**config.mk**
```make
export PLATFORM = sky130hd
export DESIGN_NAME = mwus_ram
export DESIGN_NICKNAME = d
export VERILOG_FILES = /design/src/sv/mwus_ram.sv
export SDC_FILE = /design/constraint.sdc
export NUM_CORES = 1
export LEC_CHECK = 0
export BUFFER_PORTS_ARGS = -buffer_cell sky130_fd_sc_hd__buf_4
export CORE_AREA = 5 5 137 107
export DETAILED_ROUTE_END_ITERATION = 8
export DIE_AREA = 0 0 142 112
export PLACE_DENSITY = 0.58
export SLEW_MARGIN = 20
export SYNTH_ARGS = -nofsm -noshare
export SYNTH_HDL_FRONTEND = slang
export SYNTH_SLANG_ARGS = --single-unit
```
**constraint.sdc**
```tcl
create_clock -name clk -period 2.59 [get_ports clk]
set_clock_uncertainty 0.2 [all_clocks]
set_input_delay 0.3885 -clock clk [delete_from_list [all_inputs] [get_ports clk]]
set_output_delay 0.3885 -clock clk [all_outputs]
set_load 0.005 [all_outputs]
```
**src/sv/mwus_ram.sv**
```systemverilog
// Generic single-port-write, single-read synchronous RAM with registered read.
// No dependencies.
module mwus_ram #(
  parameter int WIDTH = 8,
  parameter int DEPTH = 16
) (
  input  logic                     clk,
  input  logic                     we,
  input  logic [$clog2(DEPTH)-1:0] waddr,
  input  logic [WIDTH-1:0]         wdata,
  input  logic [$clog2(DEPTH)-1:0] raddr,
  output logic [WIDTH-1:0]         rdata
);
  logic [WIDTH-1:0] mem [DEPTH];

  always_ff @(posedge clk) begin
    if (we) mem[waddr] <= wdata;
    rdata <= mem[raddr];
  end
endmodule

```
==> results.md <==
* Detailed-router iteration count before antenna repair at 4
* Crit end category: flop
* Post-synth top area cell: edfxtp_1
* Placer Congestion at 0.714
* H-tree Lvls at 4
* Yosys top cell area share at 74.7%
* Crit Path Category: input pin to flop
* Area of the multi-input gates at 1060 sq um
* I/O Pins at 26
* DRT antenna net count at 0
* Setup crit start kind: input pin
* R2R cell count at 3
* Core area at 13200 sq um
* Min-Delay Startpoint: wdata[7]
* Post-synthesis instance area at 5150 sq um
* Achievable Freq at 565 MHz
* Critical Path AT at 1.86 ns
* Relative slew slack at 67.7%
* CP required at 2.68 ns
* Ys Warns at 0
* Detailed Route WL at 10400 microns
* Skew-Pair Late Insertion Delay at 0.41 ns
* Most used cell, CP: buf_4
* DRT iter0 DRCs at 234
* Starting density of the core at 38.9%
* Share of layout cells above drive strength 1 at 31.1%
* Nets at 304
* Final slew viol count at 0
* Post_cts resized at 0
* TritonCTS clock tree: done
* Final worst-path cycle share at 68.3%
* Die ar. at 15900 sq um
* Sink Count at 136
* CP max stage cell: mux4_1
* HPWL Detailed at 6710 microns
* Fin. Hold Viols at 0
* Final setup viols at 0
* Area delta synth->final at 21.3%
* Sum Neg Setup Slack at 0 ns
* FF+latch area at 4000 sq um
* Remaining DRCs at 0
* Filler Cell Count at 1122
* Register area share after synthesis at 77.8%
* Max VDD drop at 0.000528 V
* Reg clk slew, reported paths at 0.06 ns
* Post-synthesis sequential element count at 136
* Status: complete, no violations
* I/O Buffers at 25
* Avg WL per Cell at 21.9 microns
* Post-synthesis cell type count at 19
* Number of global-route vias before repair at 2475
* Largest net degree at the start of global routing at 33
* Worst-margin pin slew at 0.482 ns
* Initial antenna violation count at 0
* Post-route minimum period at 1.77 ns
* Height of the die at 112 microns
* Clock Path Buffers at 2
* Largest cells by area after synthesis: edfxtp_1 (75%), mux4_2 (7.9%), mux4_1 (7.1%), dfxtp_1 (3.1%), a22oi_1 (2.3%)
* Crit path largest cell delay at 0.57 ns
* Power per Cell Area at 818 nW/um^2
* Setup bufs post-CTS at 0
* Leakage power at 2.13 nW
* Via count at 2370
* Syn_area_per_cell at 22.5 sq um
* Crit-path cells: buf_4 -> buf_4 -> mux4_1 -> a22oi_1 -> nand2_1
* Hold path depth at 1
* Drt via density at 5.00
* Die W at 142 microns
* Rows at 37
* Clock Root Buffer: clkbuf_16
* Min-Delay Endpoint: mem[8][7]$_DFFE_PP_
* CTS buffer count at 17
* Max Cap Viol at 0
* First-pass GRT wire length at 15500 microns
* Synthesized net count at 247
* Worst-path maximum fanout at 10
* Reg2reg start: mem[1][5]$_DFFE_PP_
* Hold Buf Count CTS at 0
* Worst hold path class: input pin to flop
* RSZ-0062 raised after global routing: no
* Final Util at 47.1%
* Antenna Cells at 0
* R2R setup slack at 0.93 ns
* Total gr overflow at 0
* Syn Inst Count at 229
* GRT Overall Usage at 13.8%
* FF-to-FF End: rdata[5]$_DFF_P_
## per-stage QoR
| step | std cells | setup WS [ns] | power, mW | cell area, sq um | hold WS (ns) |
|---|---|---|---|---|---|
| global route | 474 | 0.774 | 5.27 | 6240 | 0.0960 |
| global placement | 442 | 0.458 | 2.77 | 5650 | 0.456 |
| detailed placement | 442 | 0.423 | 2.77 | 5650 | 0.470 |
| CTS | 474 | 0.853 | 5.15 | 6240 | 0.0815 |
| finish | 474 | 0.820 | 5.11 | 6240 | 0.0928 |
| floorplan | 229 | 0.509 | 2.64 | 5150 | 0.287 |
## worst max-delay path by stage
stage / from / endpoint / slack (ns) / cells past startpoint
floorplan: waddr[2] / mem[0][0]$_DFFE_PP_ / 0.51 / 2
global placement: raddr[0] / rdata[5]$_DFF_P_ / 0.46 / 5
detailed placement: raddr[0] / rdata[5]$_DFF_P_ / 0.42 / 5
CTS: raddr[0] / rdata[5]$_DFF_P_ / 0.85 / 5
global route: raddr[0] / rdata[2]$_DFF_P_ / 0.77 / 5
finish: raddr[0] / rdata[5]$_DFF_P_ / 0.82 / 5
## cell families (layout without fill, tap and decap cells)
group / after synthesis / count (layout) / synth area share (%)
DFF: 136 / 136 / 77.8
and+or+nand+nor: 35 / 35 / 3.18
muxes: 32 / 32 / 15.0
AOI/OAI and AO/OA: 16 / 16 / 2.33
buffers and inverters: 10 / 80 / 1.68
## critical path: cells and delay by family
family / cells / cell delay, ns
AO/OA/AOI/OAI: 1 / 0.35
AND/OR/NAND/NOR: 1 / 0.10
buffers and inverters: 2 / 0.44
multiplexers: 1 / 0.57
## synth_stat cells
library cell and number:
and2_1 1, or3b_2 1, buf_4 1, nand3_1 1, clkdlybuf4s25_2 3, buf_6 3
a22oi_1 16, nand3b_1 2, buf_2 3, nor2b_1 1, mux4_2 18, edfxtp_1 128
dfxtp_1 8, mux4_1 14, and2b_1 1, nand2b_1 2, nand2_1 9, nor2_1 13
nor3_1 4
## registers in the layout, summed over array words and instances, names as in the netlist
register	flops
mem	128
rdata	8
## cells in the final DEF (no fill, tap or decap), drive strengths merged
master,netlist,routed
dfxtp,8,8
and2,1,1
edfxtp,128,128
and2b,1,1
a22oi,16,16
nand3,1,1
nor2b,1,1
or3b,1,1
nand2,9,9
nand2b,2,2
buf,7,48
bufinv,0,3
clkbuf,0,22
mux4,32,32
nor3,4,4
nor2,13,13
nand3b,2,2
clkinv,0,7
## final cells by class
type,instances,share of cell area [%]
timing repair buffer,48,5.97
tap,175,3.51
clock inverter,10,2.00
clock buffer,22,7.44
sequential,136,64.1
multi-input combinational,83,16.9
## power by group
group	leakage (nW)	internal, mW	total (mW)	switching (mW)
Sequential	1.22	2.46	2.48	0.0152
Combinational	0.617	0.115	0.243	0.128
Clock	0.290	1.55	2.39	0.837
Total	2.13	4.13	5.11	0.980
## layer usage
layer / wire length, microns / track usage (%)
met1: 4680 / 19.6
met2: 4880 / 20.7
met3: 710 / 4.51
met4: 121 / 3.90
met5: 0 / 0
(Power assumes the default switching activity.)
