===== src/sv/mwus_pkg.sv =====
// Package for the max-weight unit job scheduler.
// Holds sizes, request kinds and entry type; no dependencies.
package mwus_pkg;
  localparam int HEAP_DEPTH  = 1024;
  localparam int WEIGHT_BITS = 20;
  localparam int SLOT_BITS   = 16;
  localparam int ADDR_BITS   = $clog2(HEAP_DEPTH);
  localparam int COUNT_BITS  = $clog2(HEAP_DEPTH + 1);
  localparam int ENTRY_BITS  = WEIGHT_BITS + SLOT_BITS;
  localparam int PEN_BITS    = 48;

  typedef enum logic [1:0] {
    KIND_ARRIVE = 2'd0,
    KIND_TICK   = 2'd1,
    KIND_FINISH = 2'd2,
    KIND_NONE   = 2'd3
  } kind_t;

  typedef struct packed {
    logic [WEIGHT_BITS-1:0] weight;
    logic [SLOT_BITS-1:0]   slots;
  } entry_t;
endpackage


===== src/sv/mwus_mac.sv =====
// Saturating multiply-accumulate for the penalty total, one term per cycle.
// Uses mwus_pkg.
module mwus_mac import mwus_pkg::*; (
  input  logic                   clk,
  input  logic                   clr,
  input  logic                   en,
  input  entry_t                 term,
  output logic [PEN_BITS-1:0]    total
);
  localparam logic [PEN_BITS-1:0] PEN_MAX = {PEN_BITS{1'b1}};
  logic [ENTRY_BITS-1:0] prod;
  logic                  prod_vld;
  logic [PEN_BITS:0]     sum;

  assign sum = {1'b0, total} + (PEN_BITS+1)'(prod);

  always_ff @(posedge clk) begin
    prod <= ENTRY_BITS'(term.weight) * ENTRY_BITS'(term.slots);
    if (clr) begin
      prod_vld <= 1'b0;
      total    <= '0;
    end else begin
      prod_vld <= en;
      if (prod_vld) total <= sum[PEN_BITS] ? PEN_MAX : sum[PEN_BITS-1:0];
    end
  end
endmodule

===== config.mk =====
export PLATFORM = sky130hd
export DESIGN_NAME = mwus_mac
export DESIGN_NICKNAME = d
export VERILOG_FILES = /design/src/sv/mwus_pkg.sv /design/src/sv/mwus_mac.sv
export SDC_FILE = /design/constraint.sdc
export NUM_CORES = 1
export LEC_CHECK = 0
export ABC_AREA = 0
export BUFFER_PORTS_ARGS = -buffer_cell sky130_fd_sc_hd__buf_2
export CAP_MARGIN = 0
export CORE_MARGIN = 10
export CORE_UTILIZATION = 48
export CTS_CLUSTER_SIZE = 30
export DETAILED_ROUTE_END_ITERATION = 6
export PLACE_DENSITY = 0.65
export SYNTH_ARGS = -nofsm -noshare
export SYNTH_HDL_FRONTEND = slang
export SYNTH_SLANG_ARGS = --single-unit
export TNS_END_PERCENT = 30

===== constraint.sdc =====
create_clock -name clk -period 10.26 [get_ports clk]
set_input_delay 1.026 -clock clk [delete_from_list [all_inputs] [get_ports clk]]
set_output_delay 1.026 -clock clk [all_outputs]
set_load 0.01 [all_outputs]

==> impl_metrics.csv <==
group,metric,value,unit
clocking,cts_tree,"yes",
die,start_util,0.488,
timing,min_period,6.77,ns
yosys,synth-xor-area-share,0.0350,
drt,post_drt_wl_per_cell,17.7,microns
yosys,synth_compound_area_frac,0.123,
die,die_x,197,microns
timing,skew,0.00895,ns
yosys,synth_top_family_by_area,"adder cells",
die,core-area,0.0307,sq mm
drt,vias,11700,
timing,max_slew_margin,0.371,
drt,firstDrtPassIters,7,
final_layout,fillers,2935,
drt,drtIter0Drc,800,
clocking,post_cts_buffers,0,
status,violations,"DRC",
grt,grt_pass1_vias,12200,
die,die_h,197,microns
clocking,cts_buffers,9,
critical_path,crit_chain,"buf_2 -> and2_1 -> fa_1 -> inv_1 -> fa_1 -> fa_1 -> inv_1 -> fa_1 -> fa_1 -> inv_1 -> fa_1 -> inv_1 -> ha_1 -> nand2_1 -> nor4_1 -> o21ai_0 -> a21oi_1 -> o211ai_1 -> a211o_1 -> o2111ai_1",
clocking,clockBufferDepth,2,
placement,gp_congestion,0.901,
critical_path,crit_fanout,20,
yosys,netlist_area,0.0150,sq mm
drt,ant_nets,0,
drt,viasPerCell,5.48,
placement,dp_hpwl,30700,microns
yosys,synth_edf_count,0,
grt,antenna_found_initial,0,
yosys,ys_seq_elements,85,
critical_path,critPathSlowestCell,"nor4_1",
status,status,"finished, violations left",
final_layout,diodes,0,
hold_path,hp-class,"reg2reg",
timing,period_share,0.660,
grt,grt-ovfl-total,0,
critical_path,arrival,7.03,ns
critical_path,critPathMaxStageDelay,0.61,ns
final_layout,synthToLayoutAreaGrowth,5.86,%
grt,grtUsageTotal,0.198,
clocking,htreeDepth,3,
timing,fmax,148,MHz
drt,drcViolationCount,1,
die,num_io_pins,87,
clocking,cts.clk_slew.worst_paths,0.06,ns
critical_path,worst-setup-path-type,"in2reg",
critical_path,startpoint,"term[5]",
grt,grt_pass1_wl,63100,microns
clocking,insertion_delay,0.34,ns
yosys,avgSynthCellArea,8.70,sq um
clocking,clockRootBuffer,"clkbuf_16",
grt,grt_max_degree,50,
yosys,ys_types,69,
yosys,yosys_most_used_dff,"dfxtp_1",
die,num_rows,64,
timing,setup_viol,0,
critical_path,start_kind,"primary input",
clocking,ctsResizeCount,0,
yosys,synth_fa_ha_area_frac,0.455,
placement,io_buffer_count,86,
yosys,muxShareOfSynthArea,0.00133,
timing,rsz0062_at_grt,"false",
yosys,synth.yosys.warnings,0,
drt,wl,37900,microns
critical_path,end_kind,"flop",
yosys,synth_nets,2158,
critical_path,worst_r2r_startpoint,"total[0]",
die,die_area,0.0387,sq mm
clocking,hold_buffers,0,
timing,setup_tns,0,ns
yosys,synth-simple-area-share,0.174,
run,maxCapViolations,0,
yosys,synth_cells,1724,
clocking,clock-sinks,85,
critical_path,cpMostUsedCell,"fa_1",
critical_path,crit_required,10.51,ns
final_layout,fin_nets,2172,
hold_path,min-delay-start,"total[44]",
timing,drv_slew,0,
timing,final-hold-violation-count,0,
final_layout,drive_above_1_share,0.0694,
yosys,synthArstFlopShare,0,
timing,tightest_slew,0.944,ns
yosys,ys_seq_area_frac,0.113,
==> layout make-up <==
type                       count  area (sq um)  area share
multi-input combinational   1255         11800       0.745
sequential                    85          1700       0.107
inverter                     299          1120      0.0707
tap                          396           495      0.0312
timing repair buffer          88           445      0.0280
clock buffer                  11           253      0.0159
clock inverter                 5          33.8     0.00213
==> path summary, 6_finish.rpt <==
kind | slack [ns] | to | cells past startpoint
worst min-delay path | 0.50 | total[44] | 2
worst max register to register | 6.84 | total[23] | 12
worst min register to register | 0.50 | total[44] | 2
worst max-delay path | 3.49 | prod[33] | 20
==> stage by stage <==
stage	instance area (sq um)	cells	worst slack [ns]	hold slack [ns]	util
6_report	15900	2139	3.49	0.498	0.517
3_5_place_dp	15600	2123	3.10	0.483	0.507
2_1_floorplan	15000	1724	3.72	0.500	-
4_1_cts	15900	2139	3.46	0.497	0.517
5_1_grt	15900	2139	3.12	0.511	0.517
3_3_place_gp	15600	2123	3.22	0.484	0.507
==> cells by family (layout without fill, tap and decap cells) <==
group	count (synthesis)	in the layout
buffers and inverters	384	403
multiplexers	2	2
adder cells (fa/ha/maj)	395	395
AND/OR/NAND/NOR	529	529
AO/OA/AOI/OAI	269	269
XOR/XNOR	60	60
flip-flops	85	85
==> registers in the layout, indices dropped and copies added (netlist names) <==
signal	count
prod	36
prod_vld	1
total	48
==> critical path, delay by kind of cell <==
family | cells | cell delay, ns
fa+ha+maj | 7 | 3.17
compound gates | 5 | 1.23
buf+inv | 5 | 0.62
simple gates | 3 | 0.95
==> cell usage in the layout, fill, tap and decap left out, drive strengths merged, types with 5 or more instances in the layout <==
cell	netlist	layout
nand3	14	14
o22ai	20	20
a31oi	8	8
a211oi	30	30
a21o	37	37
fa	251	251
xnor2	47	47
o31ai	5	5
nand4	16	16
o21ai	36	36
a221oi	7	7
o211ai	6	6
o21bai	8	8
and4	9	9
and3	8	8
nor3	12	12
ha	144	144
a21oi	66	66
inv	299	300
a311oi	5	5
nand2b	8	8
xor2	13	13
dfxtp	85	85
o21a	6	6
buf	9	88
clkbuf	76	11
and2	164	164
nor2	71	71
nand2	212	212
==> routing by layer <==
| metal | global-route usage | wire length (microns) | vias to the layer above |
|---|---|---|---|
| li1 | - | - | 5511 |
| met4 | 0.0444 | 527 | 0 |
| met2 | 0.322 | 17600 | 349 |
| met3 | 0.0296 | 2110 | 41 |
| met5 | 0 | 0 | - |
| met1 | 0.274 | 17700 | 5816 |
==> cell usage after synthesis, types with 20 or more instances <==
master,n,area (sq um)
a211oi_1,30,225
and2_1,164,1030
a21o_1,37,278
inv_1,299,1120
clkbuf_1,76,285
xnor2_1,47,412
fa_1,251,5020
a21oi_1,66,330
o21ai_0,33,165
nor2_1,71,267
o22ai_1,20,125
nand2_1,212,796
ha_1,144,1800
dfxtp_1,85,1700
Power is not shown: default switching activity piles up to over one toggle a cycle in this logic, so the estimate is an artifact.
